### src/hw/rtl/hrd_pkg.sv
// hrd_pkg: types, codes, header strings and helper functions for the HTTP reply deframer.
// Depends on nothing; hrd_dp, hrd_ctrl, the top level and the testbench import it.
`default_nettype none
package hrd_pkg;

    localparam int HEAD_BYTES = 1024;
    localparam int BODY_BYTES = 4096;
    localparam int LINE_BYTES = 32;

    localparam int HC_W = $clog2(HEAD_BYTES);
    localparam int BC_W = $clog2(BODY_BYTES + 1);
    localparam int LC_W = $clog2(LINE_BYTES);

    localparam logic [2:0] FN_CONNECT = 3'd0;
    localparam logic [2:0] FN_START   = 3'd1;
    localparam logic [2:0] FN_BYTE    = 3'd2;
    localparam logic [2:0] FN_EOS     = 3'd3;
    localparam logic [2:0] FN_DISC    = 3'd4;

    typedef enum logic [1:0] {RS_IDLE, RS_BUSY, RS_DONE, RS_FAILED} t_rstate;
    typedef enum logic [1:0] {ER_NONE, ER_PROTO, ER_BIG, ER_CLOSED} t_err;
    typedef enum logic [2:0] {
        PH_HEAD, PH_BODY, PH_SIZE, PH_DATA, PH_CRLF, PH_TRAIL, PH_CLOSE, PH_DONE
    } t_phase;
    typedef enum logic [1:0] {CN_NONE, CN_CLOSE, CN_KEEP} t_conn;
    typedef enum logic [1:0] {HV_NONE, HV_CLEN, HV_TE, HV_CONN} t_hval;
    typedef enum logic [1:0] {LS_WS, LS_DIG, LS_END} t_lsub;

    localparam int STR_W = 136;
    localparam logic [STR_W-1:0] S_VER     = STR_W'("HTTP/1.");
    localparam logic [STR_W-1:0] S_CLEN    = STR_W'("content-length");
    localparam logic [STR_W-1:0] S_TE      = STR_W'("transfer-encoding");
    localparam logic [STR_W-1:0] S_CHUNKED = STR_W'("chunked");
    localparam logic [STR_W-1:0] S_CONN    = STR_W'("connection");
    localparam logic [STR_W-1:0] S_CLOSE   = STR_W'("close");
    localparam logic [STR_W-1:0] S_KEEP    = STR_W'("keep-alive");

    localparam int L_VER     = 7;
    localparam int L_CLEN    = 14;
    localparam int L_TE      = 17;
    localparam int L_CHUNKED = 7;
    localparam int L_CONN    = 10;
    localparam int L_CLOSE   = 5;
    localparam int L_KEEP    = 10;

    localparam int POS_W = $clog2(L_TE + 2);
    localparam int J_W   = 4;

    localparam logic [7:0] CH_LF    = 8'h0A;
    localparam logic [7:0] CH_CR    = 8'h0D;
    localparam logic [7:0] CH_SP    = 8'h20;
    localparam logic [7:0] CH_TAB   = 8'h09;
    localparam logic [7:0] CH_COLON = 8'h3A;
    localparam logic [7:0] CH_0     = 8'h30;
    localparam logic [7:0] CH_9     = 8'h39;
    localparam logic [7:0] CH_LA    = 8'h61;
    localparam logic [7:0] CH_LF_HEX = 8'h66;
    localparam logic [7:0] CH_UA    = 8'h41;
    localparam logic [7:0] CH_UZ    = 8'h5A;

    localparam logic [15:0] STATUS_BIAS = 16'd5328;

    typedef struct packed {
        logic head_init;
        logic head_push;
        logic head_commit;
        logic load_len;
        logic load_size;
        logic dec_left;
        logic size_init;
        logic size_push;
        logic keep;
        logic body_init;
    } t_cmd;

    typedef struct packed {
        logic lf;
        logic head_full;
        logic head_end;
        logic head_ok;
        logic is_1xx;
        logic chunked;
        logic close_eff;
        logic have_len;
        logic len_zero;
        logic left_last;
        logic line_empty;
        logic size_zero;
    } t_stat;

    typedef struct packed {
        t_rstate state;
        t_err    err;
        logic    reuse;
        logic    open;
        logic    accepted;
    } t_view;

    function automatic logic [7:0] fn_char(input logic [STR_W-1:0] s, input int len,
                                           input int idx);
        int sh;
        sh = 8 * (len - 1 - idx);
        if (sh < 0 || sh > STR_W - 8) return 8'h00;
        return s[sh +: 8];
    endfunction

    function automatic logic [7:0] fn_lc(input logic [7:0] c);
        return (c >= CH_UA && c <= CH_UZ) ? c + 8'd32 : c;
    endfunction

    function automatic logic [J_W-1:0] fn_match(input logic [J_W-1:0] j, input logic [7:0] x,
                                                input logic [STR_W-1:0] s, input int len);
        if (x == fn_char(s, len, int'(j))) return j + 1'b1;
        if (x == fn_char(s, len, 0)) return J_W'(1);
        return '0;
    endfunction

    function automatic logic [31:0] fn_dec(input logic [31:0] v, input logic [3:0] d);
        logic [35:0] t;
        t = {1'b0, v, 3'b000} + {3'b000, v, 1'b0} + {32'd0, d};
        return (|t[35:32]) ? '1 : t[31:0];
    endfunction

    function automatic logic [31:0] fn_hex(input logic [31:0] v, input logic [3:0] d);
        logic [35:0] t;
        t = {v, 4'b0000} + {32'd0, d};
        return (|t[35:32]) ? '1 : t[31:0];
    endfunction

endpackage
`default_nettype wire

### src/hw/rtl/hrd_if.sv
// hrd_req_if / hrd_rsp_if: valid-ready channels for requests in and results out.
// Stand-alone; used by the top level of the deframer.
`default_nettype none
interface hrd_req_if;
    logic       valid;
    logic       ready;
    logic [2:0] func;
    logic [7:0] data_byte;
    modport source (output valid, func, data_byte, input ready);
    modport sink (input valid, func, data_byte, output ready);
endinterface

interface hrd_rsp_if;
    logic               valid;
    logic               ready;
    logic               body_valid;
    logic [7:0]         body_byte;
    logic [1:0]         request_state;
    logic [1:0]         error_code;
    logic signed [15:0] http_status;
    logic               reusable;
    logic               truncated;
    logic               start_accepted;
    logic               needs_reconnect;
    modport source (output valid, body_valid, body_byte, request_state, error_code,
                    http_status, reusable, truncated, start_accepted, needs_reconnect,
                    input ready);
    modport sink (input valid, body_valid, body_byte, request_state, error_code,
                  http_status, reusable, truncated, start_accepted, needs_reconnect,
                  output ready);
endinterface
`default_nettype wire

### src/hw/rtl/http_reply_deframer.sv
// HTTP/1.x reply deframer. Every request (connect, start, reply byte, end of stream,
// disconnect) gives exactly one result showing the state after it. Head bytes are
// parsed as they stream in, so nothing is buffered and no walk is needed at the blank
// line: one request per cycle, sustained while results are read. A single result
// register sits between the sides; a request is taken whenever that register is
// empty or being read out. Depends on hrd_pkg, hrd_if, hrd_ctrl and hrd_dp.
`default_nettype none
module http_reply_deframer import hrd_pkg::*; (
    input  logic      i_clk,
    input  logic      i_rst_n,
    hrd_req_if.sink   i_req,
    hrd_rsp_if.source o_rsp
);

    logic               go;
    logic               r_ov;
    t_cmd               cmd;
    t_stat              stat;
    t_view              view;
    logic               body_valid;
    logic [7:0]         body_byte;
    logic signed [15:0] status;
    logic               trunc;

    assign i_req.ready = !r_ov || o_rsp.ready;
    assign go          = i_req.valid && i_req.ready;

    always_ff @(posedge i_clk) begin
        if (!i_rst_n) begin
            r_ov <= 1'b0;
        end else if (go) begin
            r_ov <= 1'b1;
        end else if (o_rsp.ready) begin
            r_ov <= 1'b0;
        end
    end

    hrd_ctrl u_ctrl (
        .i_clk   (i_clk),
        .i_rst_n (i_rst_n),
        .i_go    (go),
        .i_func  (i_req.func),
        .i_stat  (stat),
        .o_cmd   (cmd),
        .o_view  (view)
    );

    hrd_dp u_dp (
        .i_clk        (i_clk),
        .i_rst_n      (i_rst_n),
        .i_go         (go),
        .i_byte       (i_req.data_byte),
        .i_cmd        (cmd),
        .o_stat       (stat),
        .o_body_valid (body_valid),
        .o_body_byte  (body_byte),
        .o_status     (status),
        .o_trunc      (trunc)
    );

    assign o_rsp.valid           = r_ov;
    assign o_rsp.body_valid      = body_valid;
    assign o_rsp.body_byte       = body_byte;
    assign o_rsp.request_state   = view.state;
    assign o_rsp.error_code      = view.err;
    assign o_rsp.http_status     = status;
    assign o_rsp.reusable        = view.reuse;
    assign o_rsp.truncated       = trunc;
    assign o_rsp.start_accepted  = view.accepted;
    assign o_rsp.needs_reconnect = !view.open || !view.reuse || view.state == RS_FAILED;

`ifndef NO_ASSERTIONS
    a_start_busy: assert property (@(posedge i_clk) disable iff (!i_rst_n)
        r_ov && view.accepted |-> view.state == RS_BUSY)
        else $error("start accepted but request not busy");

    a_busy_no_err: assert property (@(posedge i_clk) disable iff (!i_rst_n)
        view.state == RS_BUSY |-> view.err == ER_NONE)
        else $error("error code set while busy");

    a_fail_err: assert property (@(posedge i_clk) disable iff (!i_rst_n)
        view.state == RS_FAILED && view.open |-> view.err != ER_NONE)
        else $error("failed request without error code");
`endif

endmodule
`default_nettype wire

### src/hw/rtl/hrd_dp.sv
// hrd_dp: datapath of the deframer: streaming head parser, chunk-size parser,
// length and body counters. Depends on hrd_pkg; driven by hrd_ctrl commands.
`default_nettype none
module hrd_dp import hrd_pkg::*; (
    input  logic               i_clk,
    input  logic               i_rst_n,
    input  logic               i_go,
    input  logic [7:0]         i_byte,
    input  t_cmd               i_cmd,
    output t_stat              o_stat,
    output logic               o_body_valid,
    output logic [7:0]         o_body_byte,
    output logic signed [15:0] o_status,
    output logic               o_trunc
);

    logic [HC_W-1:0]  r_hc, n_hc;
    logic [7:0]       r_b1, n_b1, r_b2, n_b2, r_b3, n_b3;
    logic             r_ver_ok, n_ver_ok, r_c7z, n_c7z;
    logic [7:0]       r_c9, n_c9, r_c10, n_c10, r_c11, n_c11;
    logic             r_line0, n_line0, r_stop, n_stop;
    logic [POS_W-1:0] r_pos, n_pos;
    logic             r_m_clen, n_m_clen, r_m_te, n_m_te, r_m_conn, n_m_conn;
    t_hval            r_hv, n_hv;
    t_lsub            r_lsub, n_lsub;
    logic [31:0]      r_plen, n_plen;
    logic             r_have, n_have, r_pchunk, n_pchunk;
    t_conn            r_conn, n_conn;
    logic [J_W-1:0]   r_j_ch, n_j_ch, r_j_cl, n_j_cl, r_j_kp, n_j_kp;
    logic             r_f_ch, n_f_ch, r_f_cl, n_f_cl, r_f_kp, n_f_kp;
    logic [15:0]      r_status, n_status;
    logic [31:0]      r_left, n_left;
    logic [LC_W-1:0]  r_sc, n_sc;
    logic [31:0]      r_hex, n_hex;
    logic             r_hstop, n_hstop, r_cr0, n_cr0;
    logic [BC_W-1:0]  r_bc, n_bc;
    logic             r_trunc, n_trunc;
    logic             r_bv, n_bv;
    logic [7:0]       r_bbyte, n_bbyte;

    logic [7:0]         lc;
    logic               is_dig, is_hex;
    logic [3:0]         dig_val, hex_val;
    logic [7:0]         e11;
    logic [15:0]        st_sum;
    logic signed [15:0] st;
    logic [J_W-1:0]     j_ch, j_cl, j_kp;

    always_comb begin
        lc      = fn_lc(i_byte);
        is_dig  = i_byte >= CH_0 && i_byte <= CH_9;
        dig_val = 4'(i_byte - CH_0);
        is_hex  = (lc >= CH_0 && lc <= CH_9) || (lc >= CH_LA && lc <= CH_LF_HEX);
        hex_val = (lc >= CH_LA) ? 4'(lc - CH_LA + 8'd10) : 4'(lc - CH_0);
        e11     = (r_hc == HC_W'(11)) ? i_byte : r_c11;
        st_sum  = 16'(r_c9) * 16'd100 + 16'(r_c10) * 16'd10 + 16'(e11);
        st      = signed'(st_sum - STATUS_BIAS);
        j_ch    = fn_match(r_j_ch, lc, S_CHUNKED, L_CHUNKED);
        j_cl    = fn_match(r_j_cl, lc, S_CLOSE, L_CLOSE);
        j_kp    = fn_match(r_j_kp, lc, S_KEEP, L_KEEP);

        o_stat.lf         = i_byte == CH_LF;
        o_stat.head_full  = r_hc >= HC_W'(HEAD_BYTES - 1);
        o_stat.head_end   = i_byte == CH_LF && r_hc >= HC_W'(1) &&
                            (r_b1 == CH_LF || (r_hc >= HC_W'(3) && r_b3 == CH_CR &&
                             r_b2 == CH_LF && r_b1 == CH_CR));
        o_stat.head_ok    = r_hc >= HC_W'(11) && r_ver_ok;
        o_stat.is_1xx     = st >= 16'sd100 && st < 16'sd200;
        o_stat.chunked    = r_pchunk;
        o_stat.close_eff  = (r_conn == CN_CLOSE) ? 1'b1 : (r_conn == CN_KEEP) ? 1'b0 : r_c7z;
        o_stat.have_len   = r_have;
        o_stat.len_zero   = r_plen == 32'd0;
        o_stat.left_last  = r_left <= 32'd1;
        o_stat.line_empty = r_sc == '0 || (r_sc == LC_W'(1) && r_cr0);
        o_stat.size_zero  = r_hex == 32'd0;
    end

    always_comb begin
        n_hc = r_hc; n_b1 = r_b1; n_b2 = r_b2; n_b3 = r_b3;
        n_ver_ok = r_ver_ok; n_c7z = r_c7z; n_c9 = r_c9; n_c10 = r_c10; n_c11 = r_c11;
        n_line0 = r_line0; n_stop = r_stop; n_pos = r_pos;
        n_m_clen = r_m_clen; n_m_te = r_m_te; n_m_conn = r_m_conn;
        n_hv = r_hv; n_lsub = r_lsub; n_plen = r_plen; n_have = r_have;
        n_pchunk = r_pchunk; n_conn = r_conn;
        n_j_ch = r_j_ch; n_j_cl = r_j_cl; n_j_kp = r_j_kp;
        n_f_ch = r_f_ch; n_f_cl = r_f_cl; n_f_kp = r_f_kp;
        n_status = r_status; n_left = r_left;
        n_sc = r_sc; n_hex = r_hex; n_hstop = r_hstop; n_cr0 = r_cr0;
        n_bc = r_bc; n_trunc = r_trunc; n_bv = r_bv; n_bbyte = r_bbyte;

        if (i_go) begin
            n_bv    = 1'b0;
            n_bbyte = 8'h00;
        end

        if (i_cmd.head_push) begin
            n_hc = r_hc + 1'b1;
            n_b3 = r_b2; n_b2 = r_b1; n_b1 = i_byte;
            if (r_hc < HC_W'(L_VER))
                n_ver_ok = r_ver_ok && (i_byte == fn_char(S_VER, L_VER, int'(r_hc)));
            if (r_hc == HC_W'(7))  n_c7z = i_byte == CH_0;
            if (r_hc == HC_W'(9))  n_c9 = i_byte;
            if (r_hc == HC_W'(10)) n_c10 = i_byte;
            if (r_hc == HC_W'(11)) n_c11 = i_byte;
            if (i_byte == CH_LF) begin
                if (!r_line0 && !r_stop) begin
                    if (r_hv == HV_TE) n_pchunk = r_f_ch;
                    if (r_hv == HV_CONN) begin
                        if (r_f_cl) n_conn = CN_CLOSE;
                        else if (r_f_kp) n_conn = CN_KEEP;
                    end
                    if (r_pos == '0 || (r_pos == POS_W'(1) && r_b1 == CH_CR)) n_stop = 1'b1;
                end
                n_line0 = 1'b0;
                n_pos = '0;
                n_m_clen = 1'b1; n_m_te = 1'b1; n_m_conn = 1'b1;
                n_hv = HV_NONE;
                n_j_ch = '0; n_j_cl = '0; n_j_kp = '0;
                n_f_ch = 1'b0; n_f_cl = 1'b0; n_f_kp = 1'b0;
            end else if (!r_line0 && !r_stop) begin
                if (r_pos != '1) n_pos = r_pos + 1'b1;
                case (r_hv)
                    HV_NONE: begin
                        if (r_pos < POS_W'(L_CLEN))
                            n_m_clen = r_m_clen && lc == fn_char(S_CLEN, L_CLEN, int'(r_pos));
                        else if (r_pos == POS_W'(L_CLEN) && r_m_clen && i_byte == CH_COLON) begin
                            n_hv = HV_CLEN;
                            n_plen = '0;
                            n_have = 1'b1;
                            n_lsub = LS_WS;
                        end
                        if (r_pos < POS_W'(L_TE))
                            n_m_te = r_m_te && lc == fn_char(S_TE, L_TE, int'(r_pos));
                        else if (r_pos == POS_W'(L_TE) && r_m_te && i_byte == CH_COLON)
                            n_hv = HV_TE;
                        if (r_pos < POS_W'(L_CONN))
                            n_m_conn = r_m_conn && lc == fn_char(S_CONN, L_CONN, int'(r_pos));
                        else if (r_pos == POS_W'(L_CONN) && r_m_conn && i_byte == CH_COLON)
                            n_hv = HV_CONN;
                    end
                    HV_CLEN: begin
                        case (r_lsub)
                            LS_WS: begin
                                if (is_dig) begin
                                    n_plen = fn_dec(r_plen, dig_val);
                                    n_lsub = LS_DIG;
                                end else if (i_byte != CH_SP && i_byte != CH_TAB) begin
                                    n_lsub = LS_END;
                                end
                            end
                            LS_DIG: begin
                                if (is_dig) n_plen = fn_dec(r_plen, dig_val);
                                else n_lsub = LS_END;
                            end
                            default: ;
                        endcase
                    end
                    HV_TE: begin
                        n_f_ch = r_f_ch || j_ch == J_W'(L_CHUNKED);
                        n_j_ch = (j_ch == J_W'(L_CHUNKED)) ? '0 : j_ch;
                    end
                    HV_CONN: begin
                        n_f_cl = r_f_cl || j_cl == J_W'(L_CLOSE);
                        n_j_cl = (j_cl == J_W'(L_CLOSE)) ? '0 : j_cl;
                        n_f_kp = r_f_kp || j_kp == J_W'(L_KEEP);
                        n_j_kp = (j_kp == J_W'(L_KEEP)) ? '0 : j_kp;
                    end
                    default: ;
                endcase
            end
        end

        if (i_cmd.head_commit) n_status = st;

        if (i_cmd.head_init) begin
            n_hc = '0; n_ver_ok = 1'b1; n_line0 = 1'b1; n_stop = 1'b0; n_pos = '0;
            n_m_clen = 1'b1; n_m_te = 1'b1; n_m_conn = 1'b1;
            n_hv = HV_NONE; n_have = 1'b0; n_pchunk = 1'b0; n_conn = CN_NONE;
            n_j_ch = '0; n_j_cl = '0; n_j_kp = '0;
            n_f_ch = 1'b0; n_f_cl = 1'b0; n_f_kp = 1'b0;
        end

        if (i_cmd.load_len) n_left = r_plen;
        if (i_cmd.load_size) n_left = r_hex;
        if (i_cmd.dec_left && r_left != 32'd0) n_left = r_left - 32'd1;

        if (i_cmd.size_push && r_sc < LC_W'(LINE_BYTES - 1)) begin
            if (r_sc == '0) n_cr0 = i_byte == CH_CR;
            if (!r_hstop) begin
                if (is_hex) n_hex = fn_hex(r_hex, hex_val);
                else n_hstop = 1'b1;
            end
            n_sc = r_sc + 1'b1;
        end
        if (i_cmd.size_init) begin
            n_sc = '0; n_hex = '0; n_hstop = 1'b0;
        end

        if (i_cmd.keep) begin
            if (r_bc < BC_W'(BODY_BYTES)) begin
                n_bv = 1'b1;
                n_bbyte = i_byte;
                n_bc = r_bc + 1'b1;
            end else begin
                n_trunc = 1'b1;
            end
        end
        if (i_cmd.body_init) begin
            n_bc = '0; n_trunc = 1'b0; n_status = '0;
        end
    end

    always_ff @(posedge i_clk) begin
        if (!i_rst_n) begin
            r_hc <= '0; r_b1 <= '0; r_b2 <= '0; r_b3 <= '0;
            r_ver_ok <= 1'b1; r_c7z <= 1'b0; r_c9 <= '0; r_c10 <= '0; r_c11 <= '0;
            r_line0 <= 1'b1; r_stop <= 1'b0; r_pos <= '0;
            r_m_clen <= 1'b1; r_m_te <= 1'b1; r_m_conn <= 1'b1;
            r_hv <= HV_NONE; r_lsub <= LS_WS; r_plen <= '0; r_have <= 1'b0;
            r_pchunk <= 1'b0; r_conn <= CN_NONE;
            r_j_ch <= '0; r_j_cl <= '0; r_j_kp <= '0;
            r_f_ch <= 1'b0; r_f_cl <= 1'b0; r_f_kp <= 1'b0;
            r_status <= '0; r_left <= '0;
            r_sc <= '0; r_hex <= '0; r_hstop <= 1'b0; r_cr0 <= 1'b0;
            r_bc <= '0; r_trunc <= 1'b0; r_bv <= 1'b0; r_bbyte <= '0;
        end else begin
            r_hc <= n_hc; r_b1 <= n_b1; r_b2 <= n_b2; r_b3 <= n_b3;
            r_ver_ok <= n_ver_ok; r_c7z <= n_c7z; r_c9 <= n_c9; r_c10 <= n_c10;
            r_c11 <= n_c11;
            r_line0 <= n_line0; r_stop <= n_stop; r_pos <= n_pos;
            r_m_clen <= n_m_clen; r_m_te <= n_m_te; r_m_conn <= n_m_conn;
            r_hv <= n_hv; r_lsub <= n_lsub; r_plen <= n_plen; r_have <= n_have;
            r_pchunk <= n_pchunk; r_conn <= n_conn;
            r_j_ch <= n_j_ch; r_j_cl <= n_j_cl; r_j_kp <= n_j_kp;
            r_f_ch <= n_f_ch; r_f_cl <= n_f_cl; r_f_kp <= n_f_kp;
            r_status <= n_status; r_left <= n_left;
            r_sc <= n_sc; r_hex <= n_hex; r_hstop <= n_hstop; r_cr0 <= n_cr0;
            r_bc <= n_bc; r_trunc <= n_trunc; r_bv <= n_bv; r_bbyte <= n_bbyte;
        end
    end

    assign o_body_valid = r_bv;
    assign o_body_byte  = r_bbyte;
    assign o_status     = signed'(r_status);
    assign o_trunc      = r_trunc;

endmodule
`default_nettype wire

### src/hw/rtl/hrd_ctrl.sv
// hrd_ctrl: request state, error, connection flags and framing phase state machine.
// Depends on hrd_pkg; issues commands to hrd_dp and reads its status.
`default_nettype none
module hrd_ctrl import hrd_pkg::*; (
    input  logic       i_clk,
    input  logic       i_rst_n,
    input  logic       i_go,
    input  logic [2:0] i_func,
    input  t_stat      i_stat,
    output t_cmd       o_cmd,
    output t_view      o_view
);

    t_rstate r_state, n_state;
    t_err    r_err, n_err;
    t_phase  r_phase, n_phase;
    logic    r_open, n_open, r_reuse, n_reuse, r_close, n_close, r_acc, n_acc;

    always_ff @(posedge i_clk) begin
        if (!i_rst_n) begin
            r_state <= RS_IDLE;
            r_err   <= ER_NONE;
            r_phase <= PH_HEAD;
            r_open  <= 1'b0;
            r_reuse <= 1'b0;
            r_close <= 1'b0;
            r_acc   <= 1'b0;
        end else begin
            r_state <= n_state;
            r_err   <= n_err;
            r_phase <= n_phase;
            r_open  <= n_open;
            r_reuse <= n_reuse;
            r_close <= n_close;
            r_acc   <= n_acc;
        end
    end

    always_comb begin
        n_state = r_state;
        n_err   = r_err;
        n_phase = r_phase;
        n_open  = r_open;
        n_reuse = r_reuse;
        n_close = r_close;
        n_acc   = r_acc;
        o_cmd   = '0;
        if (i_go) begin
            n_acc = 1'b0;
            case (i_func)
                FN_CONNECT: begin
                    n_open  = 1'b1;
                    n_reuse = 1'b1;
                    n_state = RS_IDLE;
                    n_err   = ER_NONE;
                end
                FN_START: begin
                    if (r_state != RS_BUSY && r_open) begin
                        n_acc   = 1'b1;
                        n_state = RS_BUSY;
                        n_err   = ER_NONE;
                        n_phase = PH_HEAD;
                        n_close = 1'b0;
                        o_cmd.head_init = 1'b1;
                        o_cmd.body_init = 1'b1;
                    end
                end
                FN_BYTE: begin
                    if (r_state == RS_BUSY) begin
                        case (r_phase)
                            PH_HEAD: begin
                                if (i_stat.head_full) begin
                                    n_state = RS_FAILED;
                                    n_err   = ER_BIG;
                                    n_reuse = 1'b0;
                                end else begin
                                    o_cmd.head_push = 1'b1;
                                    if (i_stat.head_end) begin
                                        if (!i_stat.head_ok) begin
                                            n_state = RS_FAILED;
                                            n_err   = ER_PROTO;
                                            n_reuse = 1'b0;
                                        end else begin
                                            o_cmd.head_commit = 1'b1;
                                            n_close = i_stat.close_eff;
                                            if (i_stat.is_1xx) begin
                                                o_cmd.head_init = 1'b1;
                                            end else if (i_stat.chunked) begin
                                                n_phase = PH_SIZE;
                                                o_cmd.size_init = 1'b1;
                                            end else if (i_stat.have_len) begin
                                                n_phase = PH_BODY;
                                                o_cmd.load_len = 1'b1;
                                                if (i_stat.len_zero) begin
                                                    n_phase = PH_DONE;
                                                    n_reuse = !i_stat.close_eff;
                                                    n_state = RS_DONE;
                                                end
                                            end else begin
                                                n_phase = PH_CLOSE;
                                                n_close = 1'b1;
                                            end
                                        end
                                    end
                                end
                            end
                            PH_BODY: begin
                                o_cmd.keep     = 1'b1;
                                o_cmd.dec_left = 1'b1;
                                if (i_stat.left_last) begin
                                    n_phase = PH_DONE;
                                    n_reuse = !r_close;
                                    n_state = RS_DONE;
                                end
                            end
                            PH_SIZE, PH_TRAIL: begin
                                if (!i_stat.lf) begin
                                    o_cmd.size_push = 1'b1;
                                end else begin
                                    o_cmd.size_init = 1'b1;
                                    if (r_phase == PH_TRAIL) begin
                                        if (i_stat.line_empty) begin
                                            n_phase = PH_DONE;
                                            n_reuse = !r_close;
                                            n_state = RS_DONE;
                                        end
                                    end else begin
                                        o_cmd.load_size = 1'b1;
                                        n_phase = i_stat.size_zero ? PH_TRAIL : PH_DATA;
                                    end
                                end
                            end
                            PH_DATA: begin
                                o_cmd.keep     = 1'b1;
                                o_cmd.dec_left = 1'b1;
                                if (i_stat.left_last) begin
                                    n_phase = PH_CRLF;
                                    o_cmd.size_init = 1'b1;
                                end
                            end
                            PH_CRLF: begin
                                if (i_stat.lf) n_phase = PH_SIZE;
                            end
                            PH_CLOSE: begin
                                o_cmd.keep = 1'b1;
                            end
                            default: ;
                        endcase
                    end
                end
                FN_EOS: begin
                    if (r_state == RS_BUSY && r_phase == PH_CLOSE) begin
                        n_phase = PH_DONE;
                        n_state = RS_DONE;
                    end
                    n_open  = 1'b0;
                    n_reuse = 1'b0;
                    if (n_state == RS_BUSY) begin
                        n_state = RS_FAILED;
                        n_err   = ER_CLOSED;
                    end
                end
                FN_DISC: begin
                    n_open = 1'b0;
                    if (r_state == RS_BUSY) begin
                        n_state = RS_FAILED;
                        n_err   = ER_CLOSED;
                        n_reuse = 1'b0;
                    end
                end
                default: ;
            endcase
        end
    end

    assign o_view.state    = r_state;
    assign o_view.err      = r_err;
    assign o_view.reuse    = r_reuse;
    assign o_view.open     = r_open;
    assign o_view.accepted = r_acc;

endmodule
`default_nettype wire

### src/flat_wrapper.sv
// flat-port wrapper written by rule: the top's interface ports become plain ports
module http_reply_deframer_flat import hrd_pkg::*;
  (i_clk, i_rst_n, i_req_valid, i_req_func, i_req_data_byte, i_req_ready, o_rsp_valid, o_rsp_body_valid, o_rsp_body_byte, o_rsp_request_state, o_rsp_error_code, o_rsp_http_status, o_rsp_reusable, o_rsp_truncated, o_rsp_start_accepted, o_rsp_needs_reconnect, o_rsp_ready);
  hrd_req_if i_req_i ();
  hrd_rsp_if o_rsp_i ();
  input  logic i_clk;
  input  logic i_rst_n;
  input wire logic [$bits(i_req_i.valid)-1:0] i_req_valid;
  input wire logic [$bits(i_req_i.func)-1:0] i_req_func;
  input wire logic [$bits(i_req_i.data_byte)-1:0] i_req_data_byte;
  output wire logic [$bits(i_req_i.ready)-1:0] i_req_ready;
  output wire logic [$bits(o_rsp_i.valid)-1:0] o_rsp_valid;
  output wire logic [$bits(o_rsp_i.body_valid)-1:0] o_rsp_body_valid;
  output wire logic [$bits(o_rsp_i.body_byte)-1:0] o_rsp_body_byte;
  output wire logic [$bits(o_rsp_i.request_state)-1:0] o_rsp_request_state;
  output wire logic [$bits(o_rsp_i.error_code)-1:0] o_rsp_error_code;
  output wire logic [$bits(o_rsp_i.http_status)-1:0] o_rsp_http_status;
  output wire logic [$bits(o_rsp_i.reusable)-1:0] o_rsp_reusable;
  output wire logic [$bits(o_rsp_i.truncated)-1:0] o_rsp_truncated;
  output wire logic [$bits(o_rsp_i.start_accepted)-1:0] o_rsp_start_accepted;
  output wire logic [$bits(o_rsp_i.needs_reconnect)-1:0] o_rsp_needs_reconnect;
  input wire logic [$bits(o_rsp_i.ready)-1:0] o_rsp_ready;
  assign i_req_i.valid = i_req_valid;
  assign i_req_i.func = i_req_func;
  assign i_req_i.data_byte = i_req_data_byte;
  assign i_req_ready = i_req_i.ready;
  assign o_rsp_valid = o_rsp_i.valid;
  assign o_rsp_body_valid = o_rsp_i.body_valid;
  assign o_rsp_body_byte = o_rsp_i.body_byte;
  assign o_rsp_request_state = o_rsp_i.request_state;
  assign o_rsp_error_code = o_rsp_i.error_code;
  assign o_rsp_http_status = o_rsp_i.http_status;
  assign o_rsp_reusable = o_rsp_i.reusable;
  assign o_rsp_truncated = o_rsp_i.truncated;
  assign o_rsp_start_accepted = o_rsp_i.start_accepted;
  assign o_rsp_needs_reconnect = o_rsp_i.needs_reconnect;
  assign o_rsp_i.ready = o_rsp_ready;
  http_reply_deframer u_core (.i_clk(i_clk), .i_rst_n(i_rst_n), .i_req(i_req_i), .o_rsp(o_rsp_i));
endmodule
### config.mk
export PLATFORM = sky130hd
export DESIGN_NAME = http_reply_deframer_flat
export DESIGN_NICKNAME = d
export VERILOG_FILES = /design/src/hw/rtl/hrd_pkg.sv /design/src/hw/rtl/hrd_if.sv /design/src/hw/rtl/http_reply_deframer.sv /design/src/hw/rtl/hrd_dp.sv /design/src/hw/rtl/hrd_ctrl.sv /design/src/flat_wrapper.sv
export SDC_FILE = /design/constraint.sdc
export NUM_CORES = 1
export LEC_CHECK = 0
export ABC_AREA = 1
export BUFFER_PORTS_ARGS = -buffer_cell sky130_fd_sc_hd__buf_2
export CORE_MARGIN = 1.5
export CORE_UTILIZATION = 58
export DETAILED_ROUTE_END_ITERATION = 10
export GPL_ROUTABILITY_DRIVEN = 0
export PLACE_DENSITY = 0.77
export REMOVE_ABC_BUFFERS = 1
export SLEW_MARGIN = 20
export SYNTH_ARGS = -nofsm -noshare
export SYNTH_HDL_FRONTEND = slang
export SYNTH_HIERARCHICAL = 1
export SYNTH_SLANG_ARGS = --single-unit
### constraint.sdc
create_clock -name i_clk -period 5.37 [get_ports i_clk]
set_input_delay 0.537 -clock i_clk [delete_from_list [all_inputs] [get_ports i_clk]]
set_output_delay 0.537 -clock i_clk [all_outputs]
set_load 0.03 [all_outputs]
==> results of run 1 <==
-- critical path, delay by kind of cell, from the launching register on --
family | cells | cell delay, ps
fa+ha+maj | 7 | 2040
compound gates | 7 | 1070
simple gates | 8 | 950
buf+inv | 5 | 540
flops | 1 | 340
xor+xnor | 2 | 340
-- what timing repair did --
item / 4_1_cts / 5_1_grt
resized for setup: 16 / 68
gates cloned: 0 / 0
setup endpoints to repair: 92 / 114
pin swaps: 6 / 38
setup buffers: 0 / 4
-- final timing paths --
path	from	endpoint	slack, ps
worst max-delay path	u_core/u_dp/r_c9[1]	u_core/u_dp/r_left[25]	-8
worst min-delay path	o_rsp_ready	u_core/o_rsp.valid	230
worst max register to register	u_core/u_dp/r_c9[1]	u_core/u_dp/r_left[25]	-8
worst min register to register	u_core/u_dp/r_m_te	u_core/u_dp/r_m_te	460
-- cells in the mapped netlist, types with 5 or more instances --
| library cell | count |
|---|---|
| nand2_1 | 714 |
| nor2_1 | 390 |
| inv_1 | 320 |
| a21oi_1 | 261 |
| dfxtp_1 | 247 |
| nand3_1 | 223 |
| o21ai_0 | 209 |
| ha_1 | 165 |
| clkbuf_1 | 62 |
| nor3_1 | 55 |
| xor2_1 | 51 |
| nand4_1 | 34 |
| xnor2_1 | 31 |
| buf_2 | 27 |
| nor4_1 | 22 |
| o211ai_1 | 21 |
| a31oi_1 | 18 |
| nor2_2 | 14 |
| fa_1 | 13 |
| a211oi_1 | 12 |
| inv_2 | 12 |
| nand3b_1 | 12 |
| nand2_2 | 11 |
| buf_4 | 9 |
| o21a_1 | 9 |
| or2_2 | 7 |
| buf_1 | 6 |
| clkinv_1 | 6 |
| a21o_1 | 5 |
-- power by group --
group	leakage, nW	internal (mW)	total (mW)	switching, mW
combinational	8.08	0.0772	0.279	0.202
sequential	1.99	1.84	1.85	0.00762
clock	0.469	1.22	2.06	0.843
-- cell type report --
cell class                      count  area, um^2
Antenna cell                        1        2.50
Clock buffer                       37         776
Clock inverter                     16         208
Fill cell                        2830       10700
Inverter                          339        1270
Multi-Input combinational cell   2344       13100
Sequential cell                   247        4950
Tap cell                          442         553
Timing Repair Buffer              152        1100
-- flip-flops by register name, indices dropped and copies added, names as in the netlist, 10 cells and up --
name,flops
u_core/u_dp/o_status,16
u_core/u_dp/r_bc,13
u_core/u_dp/r_hc,10
u_core/u_dp/r_hex,32
u_core/u_dp/r_left,32
u_core/u_dp/r_plen,32
-- cell families (layout without fill, tap and decap cells) --
| group | count (synthesis) | count (layout) | synth area share, % |
|---|---|---|---|
| and+or+nand+nor | 1514 | 1514 | 33.6 |
| AOI/OAI and AO/OA | 565 | 565 | 15.8 |
| buffers and inverters | 447 | 544 | 9.21 |
| DFF | 247 | 247 | 25.5 |
| adders and majority gates | 178 | 178 | 12.0 |
| xor gates and xnor gates | 82 | 82 | 3.70 |
| muxes | 5 | 5 | 0.264 |
| other | 0 | 1 | 0 |
-- metal layers --
metal | wire (um) | vias up | part of all wire [%]
met5 | 0 | - | 0
met4 | 1390 | 0 | 2.4
met3 | 4090 | 118 | 7.2
met2 | 25700 | 862 | 45
met1 | 25900 | 9665 | 45
li1 | - | 10183 | -
-- metrics by stage --
| step | TNS [ps] | setup WS (ps) |
|---|---|---|
| floorplan | -27360 | -666 |
| global placement | -5380 | -130 |
| detailed placement | -13370 | -260 |
| CTS | 0 | 2.55 |
| global route | -9500 | -235 |
| finish | -8.05 | -8.05 |
==> reports/results.ini, run 1 <==
[cells_and_area]
stdcell_count=3578
area.growth.synth_to_final_pct=13.2
fin_nets=3306
final_util_pct=67.2
final_cell_mix=708 x nand2_1, 381 x nor2_1, 315 x inv_1, 250 x a21oi_1, 244 x dfxtp_1
stdcell_area_mm2=0.0220
layout-drive-gt1-share_pct=10.8
final_common_cell=nand2_1

[synth]
synth_area_leaders=dfxtp_1 25%, nand2_1 14%, ha_1 11%
synth-async-reset-ratio_pct=0
synth_area_per_cell_um2=6.39
syn_area_mm2=0.0194
synth_top_area_share_pct=25.5
synth-edff-count=0
synthFlopType=dfxtp_1
yosysWarnings=6
synth_top_cell_by_area=dfxtp_1
yosysSeqAreaShare_pct=25.5
postSynthCellCount=3038
yosysUniqueCellTypes=65
ys_seq_elements=247

[sta]
final.min_clock_period_ps=5380
max_clock_freq_mhz=186
slew_viol_final=0
fin_hold_ws_ps=225
max_slew_margin_pct=26.8
timing.final.crit_share_pct=100
hold_viol=0
setup_violations=1
setup_slack_ps=-8.05
worst_slew_pin_slew_ps=1090
skew_ps=28.9

[clock_tree]
cts_buffers=29
cts_tree=done
cts_hold_buf=0
cts.sinks=247
clock_latency_ps=590
htree_levels=1
clockRootBuffer=clkbuf_16
clock_path_buffers=3
path_clk_slew_ps=60

[placement]
dp_hpwl_mm=40.8
dpl_cell_area_mm2=0.0205
io_buffers=49
place_inst=3520

[grt]
grtUsageTotal_pct=31.8
grt_first_pass_wirelength_mm=90.5
busiest_layer=met2
grt_overflow=0
grt_use_met1_pct=43.8
antenna_found_initial=1
use_met3_pct=3.82
grt_util_met2_pct=52.4
grt_max_degree=82
grt_pass1_vias=18839

[worst_setup_path]
cp_slowest_stage_delay_ps=560
arrival_ps=5880
worstSetupPathType=register to register
worstSetupStartpointType=register
cp_data_required_time_ps=5870
endpoint_kind=register
cp_common_cell=ha_4
path_max_fanout=6
crit_slowest_cell=fa_1
worst_r2r_path_depth=29

[run_status]
status=finished, violations left
violations=negative setup slack

[detailed_routing]
vias=20828
drtPass1Iterations=6
drcViolationCount=0
ant_nets=0
wire_per_inst_um=15.9
via_per_inst=5.82
drtIter0Drc=2158
routed_wl_mm=57.0

[hold_path]
min_path_type=input pin to register
whs_path_depth=4

[floorplan]
rows=66
die_h_um=186
initial_core_util_pct=59.3
die_w_um=186
ioPinCount=50
dieArea_mm2=0.0346
core_area_mm2=0.0327

[run]
maxCapViolCount=0

[pwr]
total_power_mw=4.19
p_leak_nw=10.5
vdd_ir_drop_max_mv=0.239
p_per_area_mw_per_mm2=191

Note: power is estimated with default switching activity, not from simulation.
==> run 2: changes to the inputs <==
--- a/config.mk
+++ b/config.mk
@@ -5,7 +5,6 @@
 export SDC_FILE = /design/constraint.sdc
 export NUM_CORES = 1
 export LEC_CHECK = 0
-export ABC_AREA = 1
 export BUFFER_PORTS_ARGS = -buffer_cell sky130_fd_sc_hd__buf_2
 export CORE_MARGIN = 1.5
 export CORE_UTILIZATION = 58
==> run 2 against run 1 <==
Wire length fell by 6.1%. Combinational power fell by 21%. The run still ends with negative setup slack left. Final area fell by 1.5%. Global-route usage fell by 0.71 points. Sequential power barely moved. Sequential share of layout area rose by 0.38 points. Die area fell by 3.5%.
==> reports/results.ini, run 2 <==
[run_status]
violations=negative setup slack
status=finished, violations left

[floorplan]
dieArea_mm2=0.0333  ; -3.5%
die_w_um=183  ; -1.8%
initial_core_util_pct=59.1  ; -0.17 points
ioPinCount=50  ; unchanged
core_area_mm2=0.0316  ; -3.3%
rows=65  ; -1.5%
die_h_um=183  ; -1.8%

[run]
maxCapViolCount=0  ; unchanged

[grt]
grt_max_degree=53  ; -35%
antenna_found_initial=0  ; -1
grtUsageTotal_pct=31.1  ; -0.71 points
grt_pass1_vias=17353  ; -7.9%
grt_overflow=0  ; unchanged
grt_first_pass_wirelength_mm=86.3  ; -4.6%

[detailed_routing]
vias=18397  ; -12%
drtIter0Drc=1518  ; -30%
drtPass1Iterations=6  ; unchanged
drcViolationCount=0  ; unchanged
wire_per_inst_um=18.8  ; +18%
ant_nets=0  ; unchanged
routed_wl_mm=53.6  ; -6.1%
via_per_inst=6.44  ; +11%

[clock_tree]
path_clk_slew_ps=60  ; about the same
clock_latency_ps=560  ; -30 ps
cts_buffers=28  ; -3.4%
clockRootBuffer=clkbuf_16
htree_levels=1  ; unchanged
cts.sinks=247  ; unchanged
cts_tree=done
clock_path_buffers=3  ; unchanged

[sta]
timing.final.crit_share_pct=104  ; +3.8 points
rsz0062_at_grt=true
setup_violations=70  ; +69
max_slew_margin_pct=26.4  ; -0.46 points
worst_slew_pin_slew_ps=1100  ; +9.98 ps
setup_slack_ps=-213  ; -205 ps
hold_viol=0  ; unchanged
slew_viol_final=0  ; unchanged
skew_ps=18.5  ; -10.4 ps
fin_hold_ws_ps=241  ; +15.7 ps
final.min_clock_period_ps=5580  ; +205 ps
max_clock_freq_mhz=179  ; -3.7%

[placement]
place_inst=2785  ; -21%
io_buffers=49  ; unchanged
dp_hpwl_mm=37.6  ; -7.8%

[cells_and_area]
stdcell_count=2857  ; -20%
nFillCells=2434  ; -14%
area.growth.synth_to_final_pct=15.6
num_antenna_cells=0  ; -1
top_regs=u_core/u_dp/r_hex (32), u_core/u_dp/r_left (32), u_core/u_dp/r_plen (32)
final_common_cell=nor2_1
layout-drive-gt1-share_pct=16.5  ; +5.7 points
regArea_mm2=0.00496  ; +0.13%
multi_input_area_mm2=0.0134  ; +2.0%
final_cell_mix=268 x nor2_1, 241 x dfxtp_1, 190 x nand2_1, 147 x ha_1, 145 x a21oi_1
fin_nets=2627  ; -21%

[pwr]
p_per_area_mw_per_mm2=189  ; -0.67%
p_leak_nw=8.92  ; -15%
p_clk_share_pct=49.7  ; +0.5 points
seqPwrFrac_pct=44.9  ; +0.8 points
p_switching_mw=0.944  ; -10%
sw_frac_of_total_pct=23.1  ; -2.1 points
p_int_mw=3.15  ; +0.55%
vdd_ir_drop_max_mv=0.269  ; +13%
total_power_mw=4.09  ; -2.2%
p_comb_share_pct=5.4  ; -1.3 points

[synth]
yosysSeqAreaShare_pct=26.4  ; +0.94 points
synth-simple-area-share_pct=24.5  ; -9.1 points
synth_common_cells=275 x nor2_1, 247 x dfxtp_1, 195 x nand2_1, 165 x ha_1, 156 x a21oi_1
ys_seq_elements=247  ; unchanged
synth-compound-area-share_pct=21.7  ; +6.0 points
synth-async-reset-ratio_pct=0  ; unchanged
synth_top_cell_by_area=dfxtp_1
synth_area_per_cell_um2=7.94  ; +24%
yosysUniqueCellTypes=114  ; +75%
muxShareOfSynthArea_pct=4.36  ; +4.1 points
postSynthCellCount=2356  ; -22%
synth-edff-count=0  ; unchanged
syn_area_mm2=0.0187  ; -3.5%
synthFlopType=dfxtp_1
yosysWarnings=6  ; unchanged
synth_top_family_by_area=simple AND/OR/NAND/NOR gates
synth_fa_ha_area_share_pct=12.6  ; +0.60 points
synth_area_leaders=dfxtp_1 26%, ha_1 11%, nor2_1 5.5%
synth_top_area_share_pct=26.4  ; +0.94 points
synth-xor-area-share_pct=4.94  ; +1.2 points
synth_most_common_cell=nor2_1

[worst_setup_path]
worstSetupStartpointType=register
worstSetupPathType=register to register
endpoint_kind=register
cp_data_required_time_ps=5810  ; -60 ps
path_max_fanout=8  ; +2
arrival_ps=6020  ; +140 ps

[hold_path]
min_path_type=input pin to register

## run 2: cell count changes after synthesis, moves of 23 or more
cell | before | now
nand2b_1 | 0 | 28
nor2_1 | 390 | 275
nor3_1 | 55 | 115
a221o_1 | 0 | 29
clkbuf_1 | 62 | 96
mux2i_1 | 4 | 68
nor2b_1 | 0 | 31
a211oi_1 | 12 | 39
nand2_1 | 714 | 195
o21ai_0 | 209 | 99
and3_1 | 2 | 25
a21oi_1 | 261 | 156
nand3_1 | 223 | 54
inv_1 | 320 | 87
## run 2: worst paths after layout
check,end,slack (ps),from,depth (start not counted)
max,u_core/u_dp/r_hex[27],-210,u_core/u_dp/r_c9[3],26
min,u_core/o_rsp.valid,240,i_req_valid,3
max reg2reg,u_core/u_dp/r_hex[27],-210,u_core/u_dp/r_c9[3],26
min reg2reg,u_core/u_ctrl/r_acc,460,u_core/u_ctrl/r_acc,2
## run 2: final cells by class
| cell class | instances | share of cell area (%) |
|---|---|---|
| inverter | 95 | 1.65 |
| clock buffer | 38 | 3.74 |
| sequential | 247 | 22.9 |
| clock inverter | 13 | 0.856 |
| timing repair buffer | 196 | 6.73 |
| tap | 402 | 2.33 |
| multi-input combinational | 1866 | 61.8 |
## run 2: power groups by stage
stage	Combinational [mW]	Sequential (mW)	Clock, mW
after floorplan	0.106	1.89	0
after global placement	0.199	1.88	0
after detailed placement	0.202	1.88	0
after CTS	0.208	1.84	2.05
after global routing	0.235	1.84	2.14
final	0.221	1.84	2.03
## run 2: worst max-delay path: stages, from the launching register on
cell and delay (ps):
dfxtp_4 360, ha_4 270, ha_4 190, fa_1 530, ha_4 230, a21oi_4 160, nor2b_1 60, o21a_1 170
or3_1 310, nand2_1 70, ha_1 230, inv_2 80, ha_4 200, ha_4 280, nand2_2 50, a311oi_2 320
o31ai_2 140, a21oi_1 200, xnor2_1 110, and4_4 250, nor4bb_4 320, nand3_1 110, a21o_1 190, a21oi_2 160
nand2b_4 250, buf_12 170, nor3_1 70
## run 2: kinds of logic (layout without fill, tap and decap cells)
logic type	Yosys count	in the layout
simple gates	910	910
compound gates	591	591
flops	247	247
buf+inv	243	342
fa+ha+maj	181	181
xor+xnor	104	104
mux	80	80
## run 2: repair_timing
item | 4_1_cts | 5_1_grt
hold endpoints to repair | 0 | 0
buffers inserted | 12 | 5
resized for setup | 83 | 60
endpoints found under the setup margin | 119 | 119
hold buffers | 0 | 0
gates cloned | 3 | 2
pin swaps | 47 | 38
## run 2: metrics by stage
step / worst slack, ps / area (um^2) / utilization (%) / TNS [ps]
final: -213 / 21600 / 68.4 / -9750
after global routing: -378 / 21600 / 68.4 / -25740
after global placement: -446 / 19800 / 62.5 / -34140
after detailed placement: -654 / 19800 / 62.5 / -57050
after CTS: -35.3 / 21300 / 67.4 / -677
after floorplan: -3280 / 18000 / - / -282630
## run 2: per-layer routing
layer	part of all wire [%]	GRT usage [%]
met1	41	39.3
met2	48	53.5
met3	6.6	3.63
met4	4.5	13.0
met5	0	0
